`src/rtl/core/lsch_pkg.sv`:
```
// lottery scheduler package: sequencer states, field widths and table word layout
// no dependencies; imported by lottery_scheduler_top
`default_nettype none

package lsch_pkg;

	// fixed field widths
	localparam int SLOT_W   = 4;
	localparam int BURST_W  = 16;
	localparam int TICKET_W = 8;
	localparam int DRAW_W   = 16;
	localparam int COUNT_W  = 5;
	localparam int TICK_W   = 20;

	localparam logic [TICK_W-1:0] TICK_MAX = {TICK_W{1'b1}};

	// input action codes
	localparam logic ACT_LOAD = 1'b0;
	localparam logic ACT_TICK = 1'b1;

	// slot table word: remaining work, original burst, tickets
	localparam int WORD_W  = 2 * BURST_W + TICKET_W;
	localparam int REM_LSB = BURST_W + TICKET_W;
	localparam int ORG_LSB = TICKET_W;

	// sequencer states
	typedef enum logic [2:0] {
		ST_IDLE,
		ST_SUM,
		ST_DIV,
		ST_WALK,
		ST_UPD,
		ST_FIN
	} lsch_state_t;

endpackage

`default_nettype wire

```
`src/rtl/core/lsch_ram.sv`:
```
// generic single write port ram with registered read
// no dependencies; holds the lottery scheduler slot table
`default_nettype none

module lsch_ram #(
	parameter int WIDTH = 8,
	parameter int DEPTH = 16
) (
	input  wire logic                     clk,
	input  wire logic                     we,
	input  wire logic [$clog2(DEPTH)-1:0] waddr,
	input  wire logic [WIDTH-1:0]         wdata,
	input  wire logic [$clog2(DEPTH)-1:0] raddr,
	output logic      [WIDTH-1:0]         rdata
);

	logic [WIDTH-1:0] mem_q [DEPTH];

	// write port
	always_ff @(posedge clk) begin
		if (we) begin
			mem_q[waddr] <= wdata;
		end
	end

	// registered read port
	always_ff @(posedge clk) begin
		rdata <= mem_q[raddr];
	end

endmodule

`default_nettype wire

```
`src/rtl/core/lottery_scheduler_top.sv`:
```
// lottery scheduler top level: sequencer, ticket accumulator, bit-serial divider
// depends on lsch_pkg and lsch_ram
`default_nettype none

// sequence: a load word goes straight to the result register; a tick word runs a sum
//   pass over the active slots, 16 divider steps, a walk pass that stops at the winner,
//   an update and the result; both table passes go through the single read port
// throughput: one word at a time; input stall stays high until the result is registered
// reset: finished flags, tick counter, sequencer and output valid clear; slot count is 1
module lottery_scheduler_top import lsch_pkg::*; #(
	parameter int MAX_SLOTS = 16
) (
	input  wire logic                clk,
	input  wire logic                arst_n,
	// configuration
	input  wire logic                cfg_we,
	input  wire logic [COUNT_W-1:0]  cfg_wdata,
	// input channel
	input  wire logic                in_valid,
	output logic                     in_stall,
	input  wire logic                action,
	input  wire logic [SLOT_W-1:0]   slot,
	input  wire logic [BURST_W-1:0]  burst_length,
	input  wire logic [TICKET_W-1:0] ticket_weight,
	input  wire logic [DRAW_W-1:0]   random_value,
	// output channel
	output logic                     out_valid,
	input  wire logic                out_stall,
	output logic [SLOT_W-1:0]        winner_slot,
	output logic                     served,
	output logic                     completed,
	output logic [TICK_W-1:0]        finish_tick,
	output logic [TICK_W-1:0]        waiting_time,
	output logic                     all_finished
);

	localparam int SW   = $clog2(MAX_SLOTS);
	localparam int CW   = $clog2(MAX_SLOTS + 1);
	localparam int SUMW = $clog2(MAX_SLOTS * (2 ** TICKET_W - 1) + 1);
	localparam int DCW  = $clog2(DRAW_W);
	localparam logic [DCW-1:0] DIV_LAST = DCW'(DRAW_W - 1);

	lsch_state_t state_q, state_d;

	logic [COUNT_W-1:0]   count_q;
	logic [MAX_SLOTS-1:0] fin_flags_q;
	logic [TICK_W-1:0]    tick_q;

	logic [CW-1:0]        idx_q;
	logic                 rd_v_s1;
	logic [SW-1:0]        rd_idx_s1;
	logic [SUMW-1:0]      acc_q;
	logic [SUMW-1:0]      div_rem_q;
	logic [DRAW_W-1:0]    div_dvd_q;
	logic [DCW-1:0]       div_cnt_q;
	logic [SW-1:0]        win_idx_q;
	logic [WORD_W-1:0]    win_word_q;

	logic [SLOT_W-1:0]    res_slot_q;
	logic                 res_served_q;
	logic                 res_done_q;
	logic [TICK_W-1:0]    res_fin_q;
	logic [TICK_W-1:0]    res_wait_q;

	logic                 out_valid_q;
	logic [SLOT_W-1:0]    out_slot_q;
	logic                 out_served_q;
	logic                 out_done_q;
	logic [TICK_W-1:0]    out_fin_q;
	logic [TICK_W-1:0]    out_wait_q;
	logic                 out_all_q;

	logic [CW-1:0]        n_eff;
	logic [MAX_SLOTS-1:0] act_mask;
	logic                 all_fin;
	logic                 in_fire;
	logic                 load_ok;
	logic [SW-1:0]        load_addr;
	logic                 issue;
	logic                 pass_done;
	logic                 rd_live;
	logic [TICKET_W-1:0]  rd_tk;
	logic [SUMW-1:0]      acc_sum;
	logic                 hit;
	logic                 fin_load;
	logic [WORD_W-1:0]    rd_word;

	logic                 ram_we;
	logic [SW-1:0]        ram_waddr;
	logic [WORD_W-1:0]    ram_wdata;

	logic [SUMW:0]        div_shift;
	logic [SUMW:0]        div_trial;
	logic [SUMW-1:0]      div_next;

	logic [BURST_W-1:0]   rem_new;
	logic [BURST_W-1:0]   org_burst;
	logic [TICK_W-1:0]    tick_new;
	logic [TICK_W-1:0]    org_ext;

	// slot table
	lsch_ram #(
		.WIDTH(WORD_W),
		.DEPTH(MAX_SLOTS)
	) u_table (
		.clk  (clk),
		.we   (ram_we),
		.waddr(ram_waddr),
		.wdata(ram_wdata),
		.raddr(idx_q[SW-1:0]),
		.rdata(rd_word)
	);

	// effective slot count, clamped to 1..MAX_SLOTS
	always_comb begin
		if (count_q == '0) begin
			n_eff = CW'(1);
		end else if (32'(count_q) > MAX_SLOTS) begin
			n_eff = CW'(MAX_SLOTS);
		end else begin
			n_eff = CW'(count_q);
		end
	end

	// active slot mask and all-finished test
	always_comb begin
		for (int i = 0; i < MAX_SLOTS; i++) begin
			act_mask[i] = (i < int'(n_eff));
		end
	end

	assign all_fin = &(fin_flags_q | ~act_mask);

	// handshake and table pass control
	assign in_stall  = (state_q != ST_IDLE);
	assign in_fire   = in_valid && !in_stall;
	assign load_ok   = (32'(slot) < MAX_SLOTS);
	assign load_addr = SW'(slot);
	assign issue     = ((state_q == ST_SUM) || (state_q == ST_WALK)) && (idx_q < n_eff);
	assign pass_done = !issue && !rd_v_s1;
	assign rd_live   = rd_v_s1 && !fin_flags_q[rd_idx_s1];
	assign rd_tk     = rd_word[TICKET_W-1:0];

	// shared accumulator adder: ticket sum, then running sum in the walk
	assign acc_sum = acc_q + SUMW'(rd_tk);
	assign hit     = rd_live && (div_rem_q < acc_sum);

	// divider step: restoring, one draw bit per cycle, divisor held in acc_q
	assign div_shift = {div_rem_q, div_dvd_q[DRAW_W-1]};
	assign div_trial = div_shift - {1'b0, acc_q};
	assign div_next  = (div_shift >= {1'b0, acc_q}) ? div_trial[SUMW-1:0]
	                                                : div_shift[SUMW-1:0];

	// winner update arithmetic
	assign rem_new   = win_word_q[REM_LSB +: BURST_W] - BURST_W'(1);
	assign org_burst = win_word_q[ORG_LSB +: BURST_W];
	assign tick_new  = (tick_q == TICK_MAX) ? tick_q : tick_q + TICK_W'(1);
	assign org_ext   = TICK_W'(org_burst);

	// table write port: load word or winner write-back
	always_comb begin
		ram_we    = 1'b0;
		ram_waddr = load_addr;
		ram_wdata = {burst_length, burst_length, ticket_weight};
		if (state_q == ST_UPD) begin
			ram_we    = 1'b1;
			ram_waddr = win_idx_q;
			ram_wdata = {rem_new, org_burst, win_word_q[TICKET_W-1:0]};
		end else if (in_fire && (action == ACT_LOAD) && load_ok) begin
			ram_we = 1'b1;
		end
	end

	assign fin_load = (state_q == ST_FIN) && (!out_valid_q || !out_stall);

	// state register
	always_ff @(posedge clk or negedge arst_n) begin
		if (!arst_n) begin
			state_q <= ST_IDLE;
		end else begin
			state_q <= state_d;
		end
	end

	// next state
	always_comb begin
		state_d = state_q;
		case (state_q)
			ST_IDLE: begin
				if (in_fire) begin
					if ((action == ACT_LOAD) || all_fin) begin
						state_d = ST_FIN;
					end else begin
						state_d = ST_SUM;
					end
				end
			end
			ST_SUM: begin
				if (pass_done) begin
					state_d = (acc_q == '0) ? ST_FIN : ST_DIV;
				end
			end
			ST_DIV: begin
				if (div_cnt_q == DIV_LAST) begin
					state_d = ST_WALK;
				end
			end
			ST_WALK: begin
				if (hit) begin
					state_d = ST_UPD;
				end else if (pass_done) begin
					state_d = ST_FIN;
				end
			end
			ST_UPD: begin
				state_d = ST_FIN;
			end
			ST_FIN: begin
				if (fin_load) begin
					state_d = ST_IDLE;
				end
			end
			default: begin
				state_d = ST_IDLE;
			end
		endcase
	end

	// configuration register
	always_ff @(posedge clk or negedge arst_n) begin
		if (!arst_n) begin
			count_q <= COUNT_W'(1);
		end else if (cfg_we) begin
			count_q <= cfg_wdata;
		end
	end

	// finished flags and tick counter
	always_ff @(posedge clk or negedge arst_n) begin
		if (!arst_n) begin
			fin_flags_q <= '0;
			tick_q      <= '0;
		end else if (in_fire && (action == ACT_LOAD)) begin
			tick_q <= '0;
			if (load_ok) begin
				fin_flags_q[load_addr] <= (burst_length == '0);
			end
		end else if (state_q == ST_UPD) begin
			tick_q <= tick_new;
			if (rem_new == '0) begin
				fin_flags_q[win_idx_q] <= 1'b1;
			end
		end
	end

	// table read pipeline
	always_ff @(posedge clk or negedge arst_n) begin
		if (!arst_n) begin
			rd_v_s1 <= 1'b0;
		end else begin
			rd_v_s1 <= issue;
		end
	end

	always_ff @(posedge clk) begin
		rd_idx_s1 <= idx_q[SW-1:0];
	end

	// datapath: index, accumulator, divider, winner capture, result fields
	always_ff @(posedge clk) begin
		case (state_q)
			ST_IDLE: begin
				idx_q        <= '0;
				acc_q        <= '0;
				div_rem_q    <= '0;
				div_cnt_q    <= '0;
				div_dvd_q    <= random_value;
				res_slot_q   <= '0;
				res_served_q <= 1'b0;
				res_done_q   <= 1'b0;
				res_fin_q    <= '0;
				res_wait_q   <= '0;
			end
			ST_SUM: begin
				if (issue) begin
					idx_q <= idx_q + CW'(1);
				end else if (!rd_v_s1) begin
					idx_q <= '0;
				end
				if (rd_live) begin
					acc_q <= acc_sum;
				end
			end
			ST_DIV: begin
				div_rem_q <= div_next;
				div_dvd_q <= {div_dvd_q[DRAW_W-2:0], 1'b0};
				div_cnt_q <= div_cnt_q + DCW'(1);
				if (div_cnt_q == DIV_LAST) begin
					acc_q <= '0;
				end
			end
			ST_WALK: begin
				if (issue) begin
					idx_q <= idx_q + CW'(1);
				end
				if (rd_live) begin
					acc_q <= acc_sum;
				end
				if (hit) begin
					win_idx_q  <= rd_idx_s1;
					win_word_q <= rd_word;
				end
			end
			ST_UPD: begin
				res_slot_q   <= SLOT_W'(win_idx_q);
				res_served_q <= 1'b1;
				if (rem_new == '0) begin
					res_done_q <= 1'b1;
					res_fin_q  <= tick_new;
					res_wait_q <= (tick_new >= org_ext) ? tick_new - org_ext : '0;
				end
			end
			default: begin
			end
		endcase
	end

	// output register
	always_ff @(posedge clk or negedge arst_n) begin
		if (!arst_n) begin
			out_valid_q <= 1'b0;
		end else if (fin_load) begin
			out_valid_q <= 1'b1;
		end else if (!out_stall) begin
			out_valid_q <= 1'b0;
		end
	end

	always_ff @(posedge clk) begin
		if (fin_load) begin
			out_slot_q   <= res_slot_q;
			out_served_q <= res_served_q;
			out_done_q   <= res_done_q;
			out_fin_q    <= res_fin_q;
			out_wait_q   <= res_wait_q;
			out_all_q    <= all_fin;
		end
	end

	assign out_valid    = out_valid_q;
	assign winner_slot  = out_slot_q;
	assign served       = out_served_q;
	assign completed    = out_done_q;
	assign finish_tick  = out_fin_q;
	assign waiting_time = out_wait_q;
	assign all_finished = out_all_q;

endmodule

`default_nettype wire

```
`config.mk`:
```
export PLATFORM = sky130hd
export DESIGN_NAME = lottery_scheduler_top
export DESIGN_NICKNAME = d
export VERILOG_FILES = /design/src/rtl/core/lsch_pkg.sv /design/src/rtl/core/lsch_ram.sv /design/src/rtl/core/lottery_scheduler_top.sv
export SDC_FILE = /design/constraint.sdc
export NUM_CORES = 1
export LEC_CHECK = 0
export BUFFER_PORTS_ARGS = -buffer_cell sky130_fd_sc_hd__clkbuf_2
export CORE_ASPECT_RATIO = 1.25
export CORE_MARGIN = 10
export CORE_UTILIZATION = 50
export CTS_BUF_LIST = sky130_fd_sc_hd__clkbuf_4
export CTS_CLUSTER_SIZE = 14
export DETAILED_ROUTE_END_ITERATION = 12
export HOLD_SLACK_MARGIN = 0.15
export PLACE_DENSITY = 0.69
export SLEW_MARGIN = 5
export SYNTH_ARGS = -nofsm -noshare
export SYNTH_HDL_FRONTEND = slang
export SYNTH_SLANG_ARGS = --single-unit
export TNS_END_PERCENT = 1
```
`constraint.sdc`:
```
create_clock -name clk -period 5.3 [get_ports clk]
set_clock_uncertainty 0.2 [all_clocks]
set_input_delay 1.325 -clock clk [delete_from_list [all_inputs] [get_ports clk]]
set_output_delay 1.325 -clock clk [all_outputs]
set_load 0.1 [all_outputs]
```
**Word level (Yosys, flattened, before mapping)**

Memory sizes are Yosys's and may differ from the RTL's. A register that Yosys moved wholly into a read port is not among the register bits.
Index checks and enable logic that the tools add are counted.

- RAM bits: 640
- Memories kept: 1
- Logic and storage cells: 170
- Register bits after elaboration: 236
- Bits of input ports: 55

- Equality and inequality tests: 17
- Add/subtract/negate cells: 7
- Muxes and demuxes: 52
- Bitwise operators: 4
- Magnitude comparators: 26
- Reduce and logical (&&, ||, !) cells: 38

Memory list:

| memory | depth | width | read ports | clocked after memory_dff | wr ports | RTL line | text |
|---|---|---|---|---|---|---|---|
| u_table.mem_q | 16 | 40 | 1 | 1 | 1 | lsch_ram.sv:17 | `logic [WIDTH-1:0] mem_q [DEPTH];` |

Operators with widths:

| kind | count |
|---|---|
| $mux W20 | 6 |
| $pmux W20 S2 | 2 |
| $mux W16 | 3 |
| $lt A4 B5 Y1 const A | 8 |
| $mux W40 | 1 |
| $mux W12 | 3 |
| $pmux W12 S3 | 1 |
| $logic_not A16 Y1 | 2 |
| $or A16 B16 Y16 | 2 |
| $pmux W16 S2 | 1 |
| $mux W5 | 5 |
| $mux W3 | 8 |
| $pmux W12 S2 | 1 |
| $add A20 B1 Y20 const B | 1 |
| $eq A20 B20 Y1 const B | 1 |
| $ge A20 B16 Y1 | 1 |
| $lt A3 B5 Y1 const A | 4 |
| $sub A20 B16 Y20 | 1 |
| $pmux W3 S6 | 1 |
| $bwmux W16 | 1 |
| $not A16 Y16 | 1 |
| $pmux W4 S2 | 2 |
| $reduce_and A16 Y1 | 1 |
| $sub A16 B1 Y16 const B | 1 |
| other kinds (38) | 86 |

**Logic depth before layout (Yosys ltp)**

- Depth after elaboration: 11
- Mapped depth: 17
- Mapped depth without buffers: 16

**Modules after synthesis**

From an unflattened synthesis, not the netlist that was laid out.

- Cells, all modules: 2205
- Area total of the unflattened synthesis: 37633.6 sq um

Modules (own cells, without submodules):

| module | times used | area an instance (sq um) | cells an instance |
|---|---|---|---|
| lsch_ram | 1 | 25131.6 | 1040 |
| lottery_scheduler_top | 1 | 12502.0 | 1165 |

**Worst setup path before layout**

OpenSTA, ideal clock, no wires.

- Path kind: flip-flop to flip-flop
- Start: register state_q[2]
- End: memory u_table.mem_q[13][0] (netlist bit), enable pin
- Clock period less this slack: 6.850 ns
- Setup slack: -1.550 ns
- Arrival: 6.213 ns
- Cell stages (with the launch flop): 9
- Setup time: 0.437 ns
- Cells stage by stage: dfrtp_1 -> clkbuf_1 -> nor2_1 -> nand2_1 -> nor3b_1 -> clkbuf_1 -> nand3_1 -> a21boi_0 -> nor2_1

- Word-level cells in the longest chain between the ends: 8
- Elaborated cells between the ends (all ways): 10
- Those cells by class: 1 x eq/ne; 5 x mux; 4 x reduce/logical

RTL lines:

| item | RTL line | text |
|---|---|---|
| start: declaration | lottery_scheduler_top.sv:43 | `lsch_state_t state_q, state_d;` |
| start signal: assignment | lottery_scheduler_top.sv:181 | `state_q <= state_d;` |
| $reduce_bool A3 Y1 | lottery_scheduler_top.sv:135 | `assign in_stall = (state_q != ST_IDLE);` |
| net in_stall | lottery_scheduler_top.sv:20 | `output logic in_stall,` |
| $logic_not A1 Y1 | lottery_scheduler_top.sv:136 | `assign in_fire = in_valid && !in_stall;` |
| $logic_and A1 B1 Y1 | lottery_scheduler_top.sv:136 |  |
| $logic_and A1 B1 Y1 | lottery_scheduler_top.sv:169 | `end else if (in_fire && (action == ACT_LOAD) && load_ok) begin` |
| $mux W1 | lottery_scheduler_top.sv:169 |  |
| $mux W1 | lottery_scheduler_top.sv:165 | `if (state_q == ST_UPD) begin` |
| $mux W1 | lsch_ram.sv:21 | `if (we) begin` |
| $mux W1 (implied by the code) | lsch_ram.sv:22 | `mem_q[waddr] <= wdata;` |
| end: declaration | lsch_ram.sv:17 |  |

The timed path passes the listed nets, and every way through them passes these cells.

**Final worst setup path**

- Start: register tick_q[3]
- End: register res_wait_q[19], data pin

- Word-level cells in the longest chain between the ends: 6
- Elaborated cells between the ends (all ways): 8
- Those cells by class: 2 x add/sub; 1 x order compare; 1 x eq/ne; 4 x mux

RTL lines:

| item | RTL line | text |
|---|---|---|
| start: declaration | lottery_scheduler_top.sv:47 | `logic [TICK_W-1:0] tick_q;` |
| start signal: assignment | lottery_scheduler_top.sv:249 | `tick_q <= tick_new;` |
| $add A20 B1 Y20 or $eq A20 B20 Y1 (tied branches) | lottery_scheduler_top.sv:157 | `assign tick_new = (tick_q == TICK_MAX) ? tick_q : tick_q + TICK_W'(1);` |
| $mux W20 * | lottery_scheduler_top.sv:157 |  |
| net tick_new[8] | lottery_scheduler_top.sv:98 | `logic [TICK_W-1:0] tick_new;` |
| $sub A20 B16 Y20 or $ge A20 B16 Y1 (tied branches) | lottery_scheduler_top.sv:320 | `res_wait_q <= (tick_new >= org_ext) ? tick_new - org_ext : '0;` |
| $mux W20 * | lottery_scheduler_top.sv:320 |  |
| $mux W20 * | lottery_scheduler_top.sv:317 | `if (rem_new == '0) begin` |
| $pmux W20 S2 * | lottery_scheduler_top.sv:271 | `case (state_q)` |
| end signal: assignment | lottery_scheduler_top.sv:320 |  |
| end: declaration | lottery_scheduler_top.sv:63 | `logic [TICK_W-1:0] res_wait_q;` |

The timed path passes the listed nets; every way through them passes the cells marked *. The select of a mux whose other input is x is not followed.
A chain may end at the register's enable or synchronous reset.

==> metrics.md <==
| Metric | Value |
|---|---|
| Status | finished, final reports clean |
| Endpoints failing setup | 0 |
| Critical path startpoint | tick_q[3]$_DFFE_PN0P_ |
| Fin util | 57.01% |
| Total clock sinks | between 900 and 1000 |
| Synth Register Bits | 916 |
| Seq/Total Area, Yosys | a little under three quarters |
| Syn-to-layout area delta | 13.49% |
| Reg2reg setup slack | 360 ps |
| Vias in the first global route | 21630 |
| Total gr overflow | 0 |
| Maximum clock path buffer count | 3 |
| DRC Markers | 0 |
| Fillers | 5670 |
| Die height | around 330 um |
| Worst-margin pin slew | about 1100 ps |
| Worst r2r dst | res_wait_q[19]$_SDFFCE_PN0P_ |
| Yosys Warn Count | 0 |
| Synth unique cells | 76 |
| Most used DFF post-synth | edfxtp_1 |
| Final Hold Fails | 0 |
| Hold wc startpoint | u_table.rdata[37]$_DFF_P_ |
| Tightest Hold Check Type | register to register |
| Mapped Nets | 2234 |
| Vias/cell | between 5 and 6 |
| Xor-xnor portion of the synthesized cell area | under 10% |
| Pleak | roughly 15 nW |
| Top cells by area in the synthesized netlist | edfxtp_1 (66%), mux4_2 (12%), dfrtp_1 (3.0%), dfxtp_1 (2.4%), ha_1 (1.9%) |
| Skew-Pair Late Insertion Delay | 1060 ps |
| Nets | 2517 |
| Depth of the most critical reg-to-reg path | 14 |
| CTS tree | built |
| Cell breakdown of the critical path | nand3_2 > or3_1 > or4_1 > and3_1 > nand2_1 > xnor2_1 > ha_1 > a21o_1 > a2111o_1 > a31oi_2 > o41ai_2 > o31ai_2 > buf_4 > o31ai_1 |
| Placed Area | 0.03957 mm^2 |
| PD cells | 509.7 mW/mm^2 |
| Setup crit start kind | register |
| Yosys top cell by area | edfxtp_1 |
| Port Buf Inserts | about 100 |
| Initial antenna violation count | 2 |
| Netlist Area Pre-Place | about 0.037 mm^2 |
| Share of the synthesized area in the top cell type | 66.36% |
| Violation count after the first detailed-route iteration | between 1500 and 2000 |
| Core area | roughly 0.074 mm^2 |
| WL final | 84490 um |
| RR Startpoint | tick_q[3]$_DFFE_PN0P_ |
| Peak Freq | a little over 200 MHz |
| Max-cap violations | 0 |
| Largest net degree at the start of global routing | approximately 160 |
| Cell Rows | 112 |
| Synth Area per Inst | between 15 and 20 um^2 |
| Asr flop ratio synth | between 5 and 6% |
| Slowest stage delay, CP | ~710 ps |
| Die width | roughly 260 um |
| Routed len/inst | between 20 and 25 um |
| Clk slew on worst S/H paths | 60 ps |
| Fin cells | around 3600 |
| Slowest CP cell | or4_1 |
| TritonCTS Buffers | around 210 |
| Crit Path Max Fanout | 8 |
| First-pass GRT wire length | 128600 um |
| Die area | roughly 0.086 mm^2 |
| Final period util | 93.12% |
| Pre-antenna DRT Iters | 5 |
| Post-placement cell count | approximately 3200 |
| Multi-input logic area | a little over 0.01 mm^2 |
| Fin area | 0.04242 mm^2 |
| Num ports | between 100 and 150 |
| Mux cell area share after synthesis | 13.03% |
| Setup bufs post-CTS | 0 |
| Synth Instances | between 2000 and 2500 |
| Worst setup path end | res_wait_q[19]$_SDFFCE_PN0P_ |
| RD Place Congestion | roughly 0.87 |
| Tot Pwr | 21.62 mW |
| Slew margin rel. | 26.18% |
| Cell depth of the worst setup path | 14 |
| Number of synthesized flops with an enable pin | 826 |
| Post-synthesis simple-gate area fraction | approximately 6% |
| Setup CP Type | register to register |
| Max IR drop VDD | around 0.42 mV |
| CTS root buf | clkbuf_4 |
| Crit path DAT | about 5500 ps |
| RSZ-0062 raised after global routing | false |
| Layout cells sized above 1 | approximately 29% |
| Vias | ~20000 |
| Largest family of logic cells by synthesized area | multiplexers |
| Worst path buffer plus inverter count | 1 |
| Dpl hpwl | just under 50000 um |
| CP Capture Type | register |
| H-tree level count | 4 |
| Adder-cell share of the synthesized area | 2.035% |
| Max-slew violations | 0 |
| CP delay by family, top | simple AND/OR/NAND/NOR gates |
| FF/Latch Area | 0.02684 mm^2 |
| Post-DRT Antenna Nets | 0 |
| Min cycle time layout | a little under 5000 ps |
| Required @ worst endpoint | between 5000 and 6000 ps |
| Initial Utilization | between 50 and 60% |
| Compound-gate portion of the synthesized area | roughly 3.7% |
| Total GRT Usage | between 10% and 20% |
[logic make-up after synthesis]
kind of cell               Yosys count
AOI/OAI and AO/OA                  218
adders and majority gates           59
xor gates and xnor gates            78
buffers and inverters              147
muxes                              231
and+or+nand+nor                    471
DFF                                916
[cell usage in the layout, fill, tap and decap left out, types with 45 or more instances in the layout]
master / count
a21oi_1: 50
clkbuf_2: 103
clkbuf_4: 321
clkinv_1: 57
dfrtp_1: 45
edfxtp_1: 826
ha_1: 56
inv_1: 53
mux4_2: 204
nand2_1: 150
nor2_1: 115
[Yosys cell counts, types with 4 or more instances]
cell,instances
buf_1,16
nand3b_1,5
a21boi_0,4
and2_1,22
mux2i_1,21
dfrtp_1,45
inv_1,54
mux2_2,5
xnor2_1,43
dfxtp_1,44
buf_2,5
or4_1,5
nand2b_1,14
xor2_1,35
nand2_1,150
or3_1,5
ha_1,56
o41ai_1,4
and3_1,13
a31oi_1,25
edfxtp_1,826
nor3_1,24
clkbuf_1,67
a211oi_1,7
mux4_2,204
o31ai_1,15
a21oi_1,51
nand4_1,4
nor2b_1,13
nor2_1,133
or4b_1,4
nand3_1,41
o21ai_0,60
nor4_1,18
a21o_1,17
[stage by stage]
stage / hold WS, ps / setup slack, ps / TNS [ps]
floorplan: 174.6 / -151.3 / -28500
CTS: 189.4 / 185.1 / 0
finish: 190.4 / 364.6 / 0
detailed placement: 188.7 / 213.3 / 0
global placement: 187.3 / 349.4 / 0
global route: 201.6 / 47.99 / 0
[metal layers]
metal	global-route usage (%)	vias to the layer above	part of all wire (%)	wire length, um
li1	-	9106	-	-
met1	24.82	10460	39	33270
met2	32.76	829	50	42420
met3	5.172	157	8.0	6761
met4	6.866	0	2.4	2034
met5	0	-	0	0
[what timing repair did]
action                     in CTS  in global routing
gates resized for setup         0                  3
hold endpoints to repair       45                  0
setup endpoints to repair       0                 20
hold buffers                    1                  0
[worst reg2reg max path, cell delays in order (launching register included)]
cell and delay [ps]:
dfrtp_1 480, nand3_2 200, or3_1 470, or4_1 710
and3_1 330, nand2_1 100, xnor2_1 160, ha_1 340
a21o_1 220, a2111o_1 420, a31oi_2 260, o41ai_2 170
o31ai_2 350, buf_4 210, o31ai_1 80
[state kept, by name, indices dropped and copies added (netlist names), 12 cells and up]
register,cells
res_wait_q,20
u_table.mem_q,640
res_fin_q,20
waiting_time,20
fin_flags_q,16
u_table.rdata,40
finish_tick,20
div_rem_q,12
tick_q,20
win_word_q,40
div_dvd_q,16
acc_q,12
[worst min path at each step]
stage | end | slack, ps | cells past startpoint
floorplan | rd_idx_s1[0]$_DFF_P_ | 170 | 0
global placement | win_word_q[23]$_DFFE_PP_ | 190 | 0
detailed placement | win_word_q[22]$_DFFE_PP_ | 190 | 0
CTS | win_word_q[19]$_DFFE_PP_ | 190 | 0
global route | win_word_q[11]$_DFFE_PP_ | 200 | 0
finish | win_word_q[37]$_DFFE_PP_ | 190 | 0
[report_power, final]
part	total [mW]	internal, mW	switching [mW]	leakage [nW]
sequential	9.51	9.02	0.492	8.41
combinational	6.49	2.77	3.72	4.50
clock	5.62	2.92	2.69	1.65
[layout make-up]
| type | count | area share [%] |
|---|---|---|
| Clock inverter | 74 | 0.9615 |
| Antenna cell | 3 | 0.01770 |
| Tap cell | 969 | 2.858 |
| Multi-Input combinational cell | 1057 | 23.91 |
| Sequential cell | 916 | 63.26 |
| Timing Repair Buffer | 160 | 2.820 |
| Clock buffer | 321 | 5.681 |
| Inverter | 55 | 0.4867 |
Power figures use the tool's default switching activity.
